$ cat src/rtl/kfc_pkg.sv
// ----------------------------------------------------------------------------
// kfc_pkg
// shared types and constants of the key frequency counter
// ----------------------------------------------------------------------------
package kfc_pkg;

    // field widths
    localparam int KEY_W   = 37;
    localparam int COUNT_W = 16;
    localparam int TIES_W  = 11;

    // stream widths, whole bytes
    localparam int IN_TDATA_W  = 40;
    localparam int OUT_TDATA_W = 64;

    // table geometry (buckets must be a power of two)
    localparam int BUCKETS   = 256;
    localparam int WAYS      = 4;
    localparam int SLOTS     = BUCKETS * WAYS;
    localparam int BUCKET_AW = $clog2(BUCKETS);
    localparam int WAY_AW    = (WAYS > 1) ? $clog2(WAYS) : 1;
    localparam int SLOT_AW   = $clog2(SLOTS);
    localparam int FILL_W    = $clog2(WAYS + 1);

    // hash: key mod 100000 = 32 * ((key >> 5) mod 3125) + key[4:0], with the
    // mod 3125 done by reciprocal multiplication and one correcting subtract
    localparam int     LOW_SHIFT  = 5;
    localparam int     ODD_MOD    = 3125;
    localparam int     HI_W       = KEY_W - LOW_SHIFT;
    localparam int     QUOT_SHIFT = 43;
    localparam int     QUOT_W     = 2 * HI_W - QUOT_SHIFT;
    localparam longint RECIP      = (longint'(1) << QUOT_SHIFT) / ODD_MOD;
    localparam int     ODD_W      = $clog2(2 * ODD_MOD);

    localparam logic [COUNT_W-1:0] COUNT_MAX = {COUNT_W{1'b1}};
    localparam logic [TIES_W-1:0]  TIES_MAX  = {TIES_W{1'b1}};

    typedef enum logic [2:0] {
        ST_IDLE,
        ST_HASH,
        ST_FILL,
        ST_LOOK,
        ST_READ,
        ST_CMP,
        ST_UPDATE,
        ST_OUT
    } kfc_state_t;

    // one table access request per cycle
    typedef struct packed {
        logic                 rd_fill;
        logic                 wr_fill;
        logic                 rd_slot;
        logic                 wr_slot;
        logic [BUCKET_AW-1:0] bucket;
        logic [WAY_AW-1:0]    way;
        logic [FILL_W-1:0]    fill;
        logic [KEY_W-1:0]     key;
        logic [COUNT_W-1:0]   count;
    } kfc_tbl_req_t;

    typedef struct packed {
        logic [KEY_W-1:0]   key;
        logic [COUNT_W-1:0] count;
    } kfc_slot_t;

endpackage

$ cat src/rtl/kfc_hash.sv
// ----------------------------------------------------------------------------
// kfc_hash
// bucket hash in three steps: reciprocal multiply, back multiply and
// subtract, one correcting subtract
// ----------------------------------------------------------------------------
module kfc_hash
(
    input  logic                          clk,
    input  logic                          rst_n,
    input  logic                          start,
    input  logic [kfc_pkg::KEY_W-1:0]     key,
    output logic                          done,
    output logic [kfc_pkg::BUCKET_AW-1:0] bucket
);
    import kfc_pkg::*;

    localparam logic [HI_W-1:0]  RECIP_C = HI_W'(RECIP);
    localparam logic [HI_W-1:0]  ODD_C   = HI_W'(ODD_MOD);
    localparam logic [ODD_W-1:0] ODD_R   = ODD_W'(ODD_MOD);

    // one-hot step: quotient estimate, remainder, correction
    logic [2:0]           stage_reg, stage_next;
    logic                 done_reg,  done_next;
    logic [HI_W-1:0]      hi_reg,    hi_next;
    logic [LOW_SHIFT-1:0] low_reg,   low_next;
    logic [QUOT_W-1:0]    quot_reg,  quot_next;
    logic [ODD_W-1:0]     rem_reg,   rem_next;

    logic [2*HI_W-1:0]        prod;
    logic [HI_W-1:0]          back;
    logic [ODD_W+LOW_SHIFT-1:0] digits;

    // quotient estimate is the true one or one short
    assign prod   = {{HI_W{1'b0}}, hi_reg} * {{HI_W{1'b0}}, RECIP_C};
    assign back   = hi_reg - HI_W'(quot_reg) * ODD_C;
    assign digits = {rem_reg, low_reg};

    always_comb
    begin
        stage_next = {stage_reg[1:0], start};
        done_next  = stage_reg[2];
        hi_next    = hi_reg;
        low_next   = low_reg;
        quot_next  = quot_reg;
        rem_next   = rem_reg;
        if (start)
        begin
            hi_next  = key[KEY_W-1:LOW_SHIFT];
            low_next = key[LOW_SHIFT-1:0];
        end
        if (stage_reg[0])
        begin
            quot_next = prod[QUOT_SHIFT +: QUOT_W];
        end
        if (stage_reg[1])
        begin
            // below twice the odd modulus
            rem_next = back[ODD_W-1:0];
        end
        if (stage_reg[2] && (rem_reg >= ODD_R))
        begin
            rem_next = rem_reg - ODD_R;
        end
    end

    always_ff @(posedge clk or negedge rst_n)
    begin
        if (!rst_n)
        begin
            stage_reg <= '0;
            done_reg  <= 1'b0;
        end
        else
        begin
            stage_reg <= stage_next;
            done_reg  <= done_next;
        end
    end

    always_ff @(posedge clk)
    begin
        hi_reg   <= hi_next;
        low_reg  <= low_next;
        quot_reg <= quot_next;
        rem_reg  <= rem_next;
    end

    assign done   = done_reg;
    assign bucket = digits[BUCKET_AW-1:0];

endmodule

$ cat config.mk
export PLATFORM = sky130hd
export DESIGN_NAME = kfc_hash
export DESIGN_NICKNAME = d
export VERILOG_FILES = /design/src/rtl/kfc_pkg.sv /design/src/rtl/kfc_hash.sv
export SDC_FILE = /design/constraint.sdc
export NUM_CORES = 1
export LEC_CHECK = 0
export ABC_AREA = 1
export BUFFER_PORTS_ARGS = -buffer_cell sky130_fd_sc_hd__buf_4
export CAP_MARGIN = 0
export CORE_MARGIN = 2
export CORE_UTILIZATION = 55
export DETAILED_ROUTE_END_ITERATION = 8
export GPL_ROUTABILITY_DRIVEN = 1
export PLACE_DENSITY = 0.73
export SLEW_MARGIN = 5
export SYNTH_ARGS = -nofsm -noshare
export SYNTH_HDL_FRONTEND = slang
export SYNTH_SLANG_ARGS = --single-unit
export TNS_END_PERCENT = 30
$ cat constraint.sdc
create_clock -name clk -period 8.4 [get_ports clk]
set_input_delay 1.26 -clock clk [delete_from_list [all_inputs] [get_ports clk]]
set_output_delay 1.26 -clock clk [all_outputs]
set_load 0.02 [all_outputs]
# Yosys cells after proc, flatten, opt, wreduce, memory -nomap -nowiden
# Cells that the tools add are included.
# word_totals
regBits,75
input_bits,40
output_inout_bits,9
# classes
addsub,2
multipliers,2
magnitude_cmp,1
mux,2
reduce_logical,2
# op_table
operator,n
"32-bit by 32-bit multiplier with 64-bit output, second input constant",1
13-bit 2-to-1 mux,2
"21-bit by 12-bit multiplier with 13-bit output, second input constant",1
"13-bit by 12-bit >= comparator with 1-bit output, second input constant",1
"13-bit by 12-bit subtractor with 13-bit output, second input constant",1
13-bit subtractor,1
2-bit nonzero test,1
1-bit logical AND,1

# Depth between registers and ports, before layout
# Gate-level depths: netlist of the first run.
# logic_depth
ltp_word,4
ltp_mapped,27
ltp_nobuf,27

# Least setup slack after synthesis of the first run
# Ideal clock, no wire load.
# synth_timing
path_kind,register to register
startpoint,register hi_reg[20]
endpoint,"register quot_reg[4], data pin"
setup_time_ns,0.253
arrival_time_ns,5.687
t_required_ns,8.147
slack_ns,2.460
stages_incl_launch_ff,23
period_less_slack_ns,5.940
path_cell_list,edfxtp_1 ha_1 fa_1 inv_1 fa_1 fa_1 inv_1 fa_1 fa_1 fa_1 inv_1 fa_1 inv_1 ha_1 nand2_1 nor2_1 inv_1 nor2_1 nand2_1 nor3b_2 nand2_1 nand4_1 nand2_1
# synth_between
elab_chain_len,1
# synth_rtl
item,line_no,source
"start, declared",kfc_hash.sv:24,"logic [HI_W-1:0] hi_reg, hi_next;"
"start signal, assigned",kfc_hash.sv:82,hi_reg <= hi_next;
32-bit by 32-bit multiplier with 64-bit output,kfc_hash.sv:34,"assign prod = {{HI_W{1'b0}}, hi_reg} * {{HI_W{1'b0}}, RECIP_C};"
named net prod[47],kfc_hash.sv:29,logic [2*HI_W-1:0] prod;
"end signal, assigned",kfc_hash.sv:84,quot_reg <= quot_next;
"end, declared",kfc_hash.sv:26,"logic [QUOT_W-1:0] quot_reg, quot_next;"
# The timed path passes the listed nets, and every way through them passes these cells.
# A chain may end at the register's enable or synchronous reset.

# Worst setup path after layout of the first run
# layout_timing
startpoint,register hi_reg[13]
endpoint,"register quot_reg[8], data pin"
# Same word-level chain as after synthesis.

==> results.md, run 1 <==
* Vias in the first global route at roughly 17000
* Die H at 204.9 um
* Via count at 15770
* Max reg flops at 32
* Detailed Routing Iterations Pass 1 at 6
* Endpoints failing setup at 0
* Async set-reset flop share out of synthesis at 0.05970
* CP delay by family, top: adder cells
* H-tree levels at 3
* Wire per inst at 19.28 um
* Worst Skew at approximately 0.020 ns
* Initial antenna violation count at 0
* Row cnt at 73
* Cells after Synth at 2462
* RSZ-0062 raised after global routing: no
* Setup repair bufs after CTS at 0
* Final min period at between 6 and 7 ns
* Num ports at 49
* Clock root buffer: clkbuf_16
* Syn Area/Cell at 9.014 um^2
* Largest family of logic cells by synthesized area: adder cells
* Filler cells at about 3500
* Mapped Nets at about 3300
* CP Data Required Time at 8.55 ns
* Number of flops mapped to enable cells by yosys at 63
* Die area at about 42000 um^2
* Worst path bufs/invs at 4
* CP Class: reg2reg
* Slew Limit Fails at 0
* Clk_lat worst skew at approximately 0.39 ns
* Area Growth Syn to Fin at 6.371%
* Final ANT Viol Nets at 0
* Outcome: complete, no violations
* Tcrit/Tclk final at 0.8183
* GRT Overall Usage at 0.3091
* Die span in x at 204.9 um
* Total gr overflow at 0
* Clock transition at path regs at 0.08 ns
* Post-Synth Simple-Gate Area at 0.1158
* Number of antenna diodes at 0
* Crit-path cells: ha_1 > fa_1 > inv_1 > fa_1 > inv_1 > fa_1 > inv_1 > fa_1 > inv_1 > fa_1 > fa_1 > fa_1 > ha_1 > nand2_1 > nor2_1 > nand2_1 > nor4_2 > nand2_1 > nand3_1 > nand2_1
* Crit. End Element: register
* CTS tree: built
* YS warnings at 0
* Post-synthesis mux area share at 0
* Post-synthesis adder-cell area fraction at 0.6194
* Compound-cell area share of the yosys netlist at 0.02881
* Largest stage delay on the critical path at approximately 0.97 ns
* Worst Setup Start Kind: register
* Via density at 5.160
* Synth cell types at 36
* Nets@finish at 3407
* Port bufs at 48
* Setup TNS at 0 ns
* Fraction of layout cells with a size suffix above 1 at 0.03791
* DRC at 0
* Normalized max-slew margin at 0.3740
* DRT iter0 DRCs at 1189
* Post-cts gate resize count at 0
* Wirelength, routed at 58940 um
* Inserted Clock Buffers at 9
* CP max stage cell: edfxtp_1
* Clk sinks at 67
* Max Root-Sink Buffers at 2
* Max-Cap Viols at 0
* Worst-Margin Slew at 0.9389 ns
* Fmax at about 0.15 GHz
* Post-synthesis xor/xnor area fraction at 0.01026
* Seq/Total Area, Yosys at 0.08976
* Hold/Removal Path Class: reg2reg
* CORE AREA at between 30000 and 40000 um^2
* Most used cell, CP: fa_1
* Most used DFF post-synth: edfxtp_1
* First-pass GRT wire length at between 90000 and 100000 um
* CP arrival at 7.02 ns
* DP HPWL at approximately 52000 um
* Largest net degree at the start of global routing at 39
* GPL Wtd Cong at around 1
* #FFs+latches synth at between 60 and 70
* Maximum fanout along the worst path at 13
* Starting Density at 0.5573
* Post-CTS Hold Buffers at 0
* Post-synthesis cell area at 22190 um^2
* Final hold vios at 0
final cells by class:
| class | count | area (um^2) | share of cell area |
|---|---|---|---|
| sequential | 67 | 1992 | 0.08438 |
| timing repair buffer | 60 | 450.4 | 0.01908 |
| tap | 525 | 656.9 | 0.02783 |
| clock inverter | 6 | 137.6 | 0.005830 |
| multi-input combinational | 1601 | 17180 | 0.7279 |
| inverter | 788 | 2958 | 0.1253 |
| clock buffer | 10 | 229.0 | 0.009699 |
final timing paths:
check,cells after the start,to,slack (ns),start
setup / recovery,20,quot_reg[8],1.53,hi_reg[13]
hold / removal,0,stage_reg[2],0.38,stage_reg[1]
setup reg to reg,20,quot_reg[8],1.53,hi_reg[13]
hold reg to reg,0,stage_reg[2],0.38,stage_reg[1]
max in group asynchronous,1,done,7.62,rst_n
min in group asynchronous,1,stage_reg[1],0.67,rst_n
routing by layer:
metal | track usage | vias up | wire length [um]
met4 | 0.1267 | 0 | 2605
met5 | 0 | - | 0
li1 | - | 7465 | -
met3 | 0.06697 | 108 | 3981
met2 | 0.4995 | 453 | 26860
met1 | 0.4054 | 7747 | 25490
cell usage in the layout (no fill, tap or decap), drive strengths merged, types with 3 or more instances in the layout:
master  count
buf        60
edfxtp     63
o21bai     10
a21o        6
o21ai      30
fa        431
dfrtp       4
xnor2       8
nor3       14
ha        409
a21oi      60
nand3      61
nor2      102
and2        3
nor4        3
nand4      17
xor2       18
a31oi       3
clkbuf     10
bufinv      4
inv       789
nand2     417
cells by family (layout without fill, tap and decap cells):
family | after synthesis | after routing
XOR/XNOR | 26 | 26
AO/OA/AOI/OAI | 112 | 112
AND/OR/NAND/NOR | 623 | 623
flip-flops | 67 | 67
adder cells (fa/ha/maj) | 840 | 840
buffers and inverters | 794 | 864
per-stage QoR:
step,hold slack [ns],area (um^2),instances,utilization,setup WS [ns]
after CTS,0.3775,23610,3057,0.5928,1.548
after global placement,0.3578,23240,3041,0.5836,1.616
after global routing,0.3896,23610,3057,0.5928,1.264
after detailed placement,0.3591,23240,3041,0.5836,1.594
final,0.3813,23610,3057,0.5928,1.527
after floorplan,0.3537,22190,2462,-,2.460
cells in the mapped netlist (3+ instances only):
master,n,area (um^2)
nor3_1,14,70.07
a31oi_1,3,18.77
nand2_2,4,25.02
xor2_1,18,157.7
nor2_2,3,18.77
nor2_1,99,371.6
o21bai_1,10,75.07
dfrtp_1,4,100.1
a21o_1,5,37.54
edfxtp_1,63,1892
ha_1,409,5117
a21oi_1,60,300.3
nand3_1,59,295.3
nand4_1,17,106.4
and2_1,3,18.77
fa_1,431,8628
xnor2_1,8,70.07
nand2_1,413,1550
o21ai_0,23,115.1
buf_4,3,22.52
inv_1,788,2958
o21ai_2,7,61.31
Power of run 1 is left out: the tool's default activity adds up to more than one toggle a clock period on the data nets, which glitch-free logic cannot reach.
==> run 2: changes to the inputs <==
Clock period 8.4 ns to 6.4 ns, I/O delays scaled along.
==> run 2 against run 1 <==
Effect of this change:
- die area did not move
- register-to-register slack got worse by 1.4 ns
- fmax rose by 9.8%
- count of clock-buffer cells in the layout did not move
- worst setup slack got worse by 1.4 ns
- via count rose by 3.3%
- critical path depth did not move
- core utilization rose by 2.6 points
- non-clock buffer count rose by 93
- worst hold slack got worse by 0.025 ns
- routed wire length rose by 4.4%
- largest cell class unchanged
- highest routed layer is now met5
==> results.md, run 2 (synthesis results as in run 1) <==
* Initial antenna violation count at 1 (+1)
* Wire per inst at 19.54 um (+1.3%)
* Fmax at 0.1597 GHz (+9.8%)
* Clock transition at path regs at 0.08 ns (about the same)
* DRC at 0 (unchanged)
* Wirelength, routed at 61540 um (+4.4%)
* Clk_lat worst skew at 0.39 ns (about the same)
* Vias in the first global route at 17780 (+1.7%)
* CTS tree: built
* Clk sinks at 67 (unchanged)
* Tcrit/Tclk final at 0.9783 (+0.1601)
* Worst-Margin Slew at 0.7669 ns (-0.1720 ns)
* Die H at 204.9 um (unchanged)
* Hold/Removal Path Class: in2async
* RSZ-0062 raised after global routing: yes
* Row cnt at 73 (unchanged)
* Crit. End Element: register
* Nets@finish at 3500 (+2.7%)
* Highest-count cells in the layout ignoring fill and taps: inv_1 (787), fa_1 (425), nand2_1 (407), ha_1 (393), buf_4 (142)
* Detailed Routing Iterations Pass 1 at 7 (+1)
* CORE AREA at 39820 um^2 (unchanged)
* Port bufs at 48 (unchanged)
* Slew Limit Fails at 0 (unchanged)
* Final min period at 6.261 ns (-0.6121 ns)
* Num ports at 49 (unchanged)
* CP Class: reg2reg
* Die span in x at 204.9 um (unchanged)
* Normalized max-slew margin at 0.4887 (+0.1147)
* Via count at 16300 (+3.3%)
* Max-Cap Viols at 0 (unchanged)
* Fraction of layout cells with a size suffix above 1 at 0.09143 (+0.05351)
* Via density at 5.174 (+0.27%)
* Final ANT Viol Nets at 0 (unchanged)
* Die area at 41970 um^2 (unchanged)
* Worst Setup Start Kind: register
* Final worst setup slack at 0.1387 ns (-1.388 ns)
* Total gr overflow at 0 (unchanged)
* GPL Wtd Cong at 1.003 (-2.4%)
* Inserted Clock Buffers at 9 (unchanged)
* Worst Skew at 0.01583 ns (-0.003932 ns)
* H-tree levels at 3 (unchanged)
* Max reg flops at 32 (unchanged)
* Final Util at 0.6186 (+0.02583)
* DP HPWL at 54690 um (+4.6%)
* Maximum fanout along the worst path at 5 (-8)
* DRT iter0 DRCs at 1011 (-15%)
* Final hold vios at 0 (unchanged)
* CP Data Required Time at 6.54 ns (-2.01 ns)
* Endpoints failing setup at 0 (unchanged)
* Largest net degree at the start of global routing at 39 (unchanged)
* Post-CTS Hold Buffers at 0 (unchanged)
* CP arrival at 6.40 ns (-0.62 ns)
* GRT Overall Usage at 0.3174 (+0.008276)
* Area Growth Syn to Fin at 11.01%
* Filler cells at 3384 (-2.4%)
* Worst slack, placed at 0.02582 ns (-1.568 ns)
* First-pass GRT wire length at 97870 um (+2.3%)
* Number of antenna diodes at 0 (unchanged)
* Leading cell type in the layout, fill and taps excluded: inv_1
* Outcome: complete, no violations
* Starting Density at 0.5573 (unchanged)
* Max Root-Sink Buffers at 2 (unchanged)
* Clock root buffer: clkbuf_16
run 2: cell count changes in the layout (fill, tap and decap cells not counted), sizes merged:
| cell | previous run | this run |
|---|---|---|
| buf | 60 | 153 |
| clkinv | 1 | 2 |
| clkinvlp | 0 | 1 |
| bufinv | 4 | 1 |
| inv | 789 | 790 |
run 2: path summary, 6_finish.rpt:
path | from | to | slack [ns] | cells after the start
min reg2reg | stage_reg[1] | stage_reg[2] | 0.39 | 0
max reg2reg | hi_reg[18] | quot_reg[6] | 0.14 | 20
max | hi_reg[18] | quot_reg[6] | 0.14 | 20
min | rst_n | stage_reg[1] | 0.36 | 1
min in group clk | stage_reg[1] | stage_reg[2] | 0.39 | 0
max in group asynchronous | rst_n | done | 5.94 | 1
run 2: metal layers:
layer / vias up / wire, um / track usage
li1: 7658 / - / -
met1: 8031 / 25960 / 0.4141
met2: 496 / 28770 / 0.5216
met3: 110 / 4044 / 0.05902
met4: 2 / 2751 / 0.1323
met5: - / 11 / 0
run 2: critical path, cell delays in order, from the launching register on:
cell and delay (ns):
edfxtp_1 0.55, buf_6 0.21, buf_4 0.14, fa_1 0.44, ha_1 0.31, fa_1 0.58, fa_1 0.47, fa_1 0.52
fa_1 0.43, fa_1 0.62, ha_1 0.28, ha_1 0.31, nand2_1 0.12, inv_1 0.09, nand2_1 0.09, nor2_1 0.22
nand3_2 0.16, nor2_1 0.13, nand2_1 0.12, nand4_1 0.12, nand2_1 0.08
run 2: layout make-up:
cell class / count / area [um^2] / area share
Multi-Input combinational cell: 1601 / 17470 / 0.7090
Inverter: 788 / 2958 / 0.1201
Sequential cell: 67 / 1992 / 0.08086
Timing Repair Buffer: 153 / 1251 / 0.05079
Tap cell: 525 / 656.9 / 0.02666
Clock buffer: 10 / 239.0 / 0.009701
Clock inverter: 6 / 72.57 / 0.002946
run 2: what timing repair did:
item,in CTS,in global routing
buffers inserted,0,23
endpoints found under the setup margin,0,13
resized for setup,0,61
run 2: metrics by stage:
step	instance area [um^2]	hold slack, ns	cells	setup TNS, ns
5_1_grt	24630	0.3467	3150	-0.3432
4_1_cts	24160	0.3341	3127	0
6_report	24630	0.3562	3150	0
2_1_floorplan	22190	0.3537	2462	0
3_3_place_gp	23850	0.3595	3111	0
3_5_place_dp	23850	0.3740	3111	0
Power of run 2 is left out for the same reason.
==> run 3: changes to the inputs <==
Settings changed: ABC_AREA 1 to 0.
==> run 3 against run 2 <==
Effect of this change:
- the flow now finishes with violations (setup timing)
- count of clock-buffer cells in the layout up 1
- global-route usage down 2.2 points
- fmax down 7.1%
- die area down 8.7%
- non-clock buffer count up 141
- via count down 16%
- worst setup slack worse by 0.48 ns
- clock skew down 0.0053 ns
- first-iteration DRC count down 29%
- register-to-register slack worse by 0.48 ns
- final cell count down 16%
- synthesized cell count down 24%
==> results.md, run 3 <==
* Design area at 24120 um^2 (-2.1%)
* Clk sinks at 67 (unchanged)
* DRT iter0 DRCs at 721 (-29%)
* Synth cell types at 56 (+56%)
* Wirelength, routed at 52760 um (-14%)
* Die span in x at 195.7 um (-4.5%)
* Seq/Total Area, Yosys at 0.09850 (+0.008747)
* Port bufs at 48 (unchanged)
* RSZ-0062 raised after global routing: yes
* Die area at 38320 um^2 (-8.7%)
* Wire per inst at 19.99 um (+2.3%)
* Final ANT Viol Nets at 0 (unchanged)
* Syn Area/Cell at 10.82 um^2 (+20%)
* Tcrit/Tclk final at 1.053 (+0.07473)
* Maximum fanout along the worst path at 4 (-1)
* Normalized max-slew margin at 0.3630 (-0.1257)
* Largest net degree at the start of global routing at 39 (unchanged)
* GRT Overall Usage at 0.2956 (-0.02184)
* Final min period at 6.740 ns (+0.4783 ns)
* GPL Wtd Cong at 0.9874 (-1.5%)
* Die H at 195.7 um (-4.5%)
* Top cells by area, synth: fa_1 (43%), ha_1 (25%), inv_1 (11%)
* R2R depth at 22 (+10%)
* Failing checks: setup timing
* First-pass GRT wire length at 84770 um (-13%)
* Final worst setup slack at -0.3396 ns (-0.4783 ns)
* CP Class: reg2reg
* Most used cell, CP: fa_1
* Async set-reset flop share out of synthesis at 0.05970 (unchanged)
* Max-Cap Viols at 0 (unchanged)
* Leading area contributor after synthesis: fa_1
* H-tree levels at 3 (unchanged)
* Number of antenna diodes at 0 (unchanged)
* Hold/Removal Path Class: in2async
* Max reg flops at 32 (unchanged)
* Clock root buffer: clkbuf_16
* Via density at 5.214 (+0.78%)
* Clock transition at path regs at 0.06 ns (-0.02 ns)
* Most numerous cell in the Yosys netlist: inv_1
* Initial antenna violation count at 1 (unchanged)
* Fraction of layout cells with a size suffix above 1 at 0.1907 (+0.09927)
* Cells after Synth at 1869 (-24%)
* CORE AREA at 36430 um^2 (-8.5%)
* Fmax at 0.1484 GHz (-7.1%)
* CTS tree: built
* DRC at 0 (unchanged)
* Filler cells at 2769 (-18%)
* Post-CTS Hold Buffers at 0 (unchanged)
* Max Root-Sink Buffers at 2 (unchanged)
* Vias in the first global route at 15700 (-12%)
* Worst-Margin Slew at 0.9554 ns (+0.1885 ns)
* Post-synthesis cell area at 20220 um^2 (-8.9%)
* Top post-synthesis cells by count: inv_1 (616), fa_1 (431), ha_1 (409), edfxtp_1 (63), a21oi_1 (42)
* Reg-to-reg startpoint: hi_reg[16]
* Largest stage delay on the critical path at 0.60 ns (-0.02 ns)
* Most used DFF post-synth: edfxtp_1
* Endpoints failing setup at 11 (+11)
* Setup crit start: hi_reg[16]
* Final hold vios at 0 (unchanged)
* Number of flops mapped to enable cells by yosys at 63 (unchanged)
* Starting Density at 0.5550 (-0.002263)
* CP max stage cell: fa_1
* Row cnt at 70 (-4.1%)
* #FFs+latches synth at 67 (unchanged)
* Crit. End Element: register
* Clk_lat worst skew at 0.36 ns (-0.03 ns)
* R2R Setup Slk at -0.34 ns (-0.48 ns)
* Via count at 13760 (-16%)
* Synth top area share at 0.4267 (+0.03789)
* YS warnings at 0 (unchanged)
* Detailed Routing Iterations Pass 1 at 5 (-2)
* Nets@finish at 3047 (-13%)
* Worst r2r dst: quot_reg[12]
* Area Growth Syn to Fin at 19.27%
* Leading cell type in the layout, fill and taps excluded: inv_1
* Highest-count cells in the layout ignoring fill and taps: inv_1 (607), fa_1 (413), ha_1 (367), buf_4 (274), edfxtp_1 (63)
* Worst Setup Start Kind: register
* Mapped Nets at 2749 (-18%)
* Slew Limit Fails at 0 (unchanged)
* Num ports at 49 (unchanged)
* Crit-path cells: buf_4 > ha_4 > fa_2 > inv_1 > fa_1 > fa_1 > inv_1 > fa_1 > fa_1 > fa_1 > fa_1 > ha_4 > and4_1 > and3_4 > o2111ai_1 > a21oi_2 > a211oi_2 > buf_4 > a41oi_2 > buf_4 > nand4_1 > and4_1
* Total gr overflow at 0 (unchanged)
* CP arrival at 6.85 ns (+0.45 ns)
* Outcome: complete, but fails checks
* Inserted Clock Buffers at 9 (unchanged)
* DP HPWL at 46470 um (-15%)
* CP Data Required Time at 6.51 ns (-0.03 ns)
* Worst Skew at 0.01055 ns (-0.005282 ns)
* Placed inst area at 22910 um^2 (-4.0%)
[run 3: worst max-delay path: cells and delay by family (launching register included)]
family | cells | cell delay (ns)
buffers and inverters | 5 | 0.63
flip-flops | 1 | 0.40
AND/OR/NAND/NOR | 4 | 0.72
adder cells (fa/ha/maj) | 9 | 4.17
AO/OA/AOI/OAI | 4 | 0.56
[run 3: cells by family (layout without fill, tap and decap cells)]
kind of cell               Yosys count  count (layout)  share of synthesized area
adders and majority gates          840             840                     0.6797
AOI/OAI and AO/OA                  159             159                    0.05105
buffers and inverters              623             925                     0.1162
DFF                                 67              67                    0.09850
and+or+nand+nor                    124             124                    0.03019
muxes                                1               1                  0.0004950
xor gates and xnor gates            55              55                    0.02382
[run 3: final cells by class]
class | instances | area, um^2 | share of cell area
Multi-Input combinational cell | 1179 | 16610 | 0.6886
Clock inverter | 4 | 27.53 | 0.001141
Sequential cell | 67 | 1992 | 0.08259
Clock buffer | 11 | 232.7 | 0.009649
Tap cell | 468 | 585.6 | 0.02428
Timing Repair Buffer | 294 | 2356 | 0.09768
Inverter | 616 | 2316 | 0.09602
[run 3: how the worst max path moves through the flow]
stage                         to  slack [ns]  cells past startpoint
finish              quot_reg[12]       -0.34                     22
detailed placement   quot_reg[1]       -0.87                     19
global placement     quot_reg[1]       -0.84                     19
global route        quot_reg[12]       -0.50                     23
floorplan           quot_reg[12]       -0.22                     21
CTS                  quot_reg[1]       -0.34                     20
[run 3: routing by layer]
layer	GRT usage	wire length, um
met2	0.4974	25560
met1	0.3945	22360
met5	0	0
met3	0.05381	3106
met4	0.08726	1730
[run 3: metrics by stage]
step                setup TNS, ns  worst slack, ns  hold WS, ns    util  instances
finish                     -2.103          -0.3396       0.3799  0.6620       2639
global route               -3.706          -0.5011       0.3763  0.6620       2639
CTS                        -1.884          -0.3426       0.3715  0.6548       2632
detailed placement         -4.648          -0.8653       0.3719  0.6288       2594
global placement           -4.474          -0.8432       0.3614  0.6288       2594
floorplan                 -0.2237          -0.2237       0.3456       -       1869
[run 3: timing repair]
| action | 4_1_cts | 5_1_grt |
|---|---|---|
| endpoints found under the setup margin | 13 | 13 |
| pin swaps | 41 | 35 |
| resized for setup | 77 | 38 |
| setup buffers | 23 | 7 |
Power of run 3 is left out for the same reason.
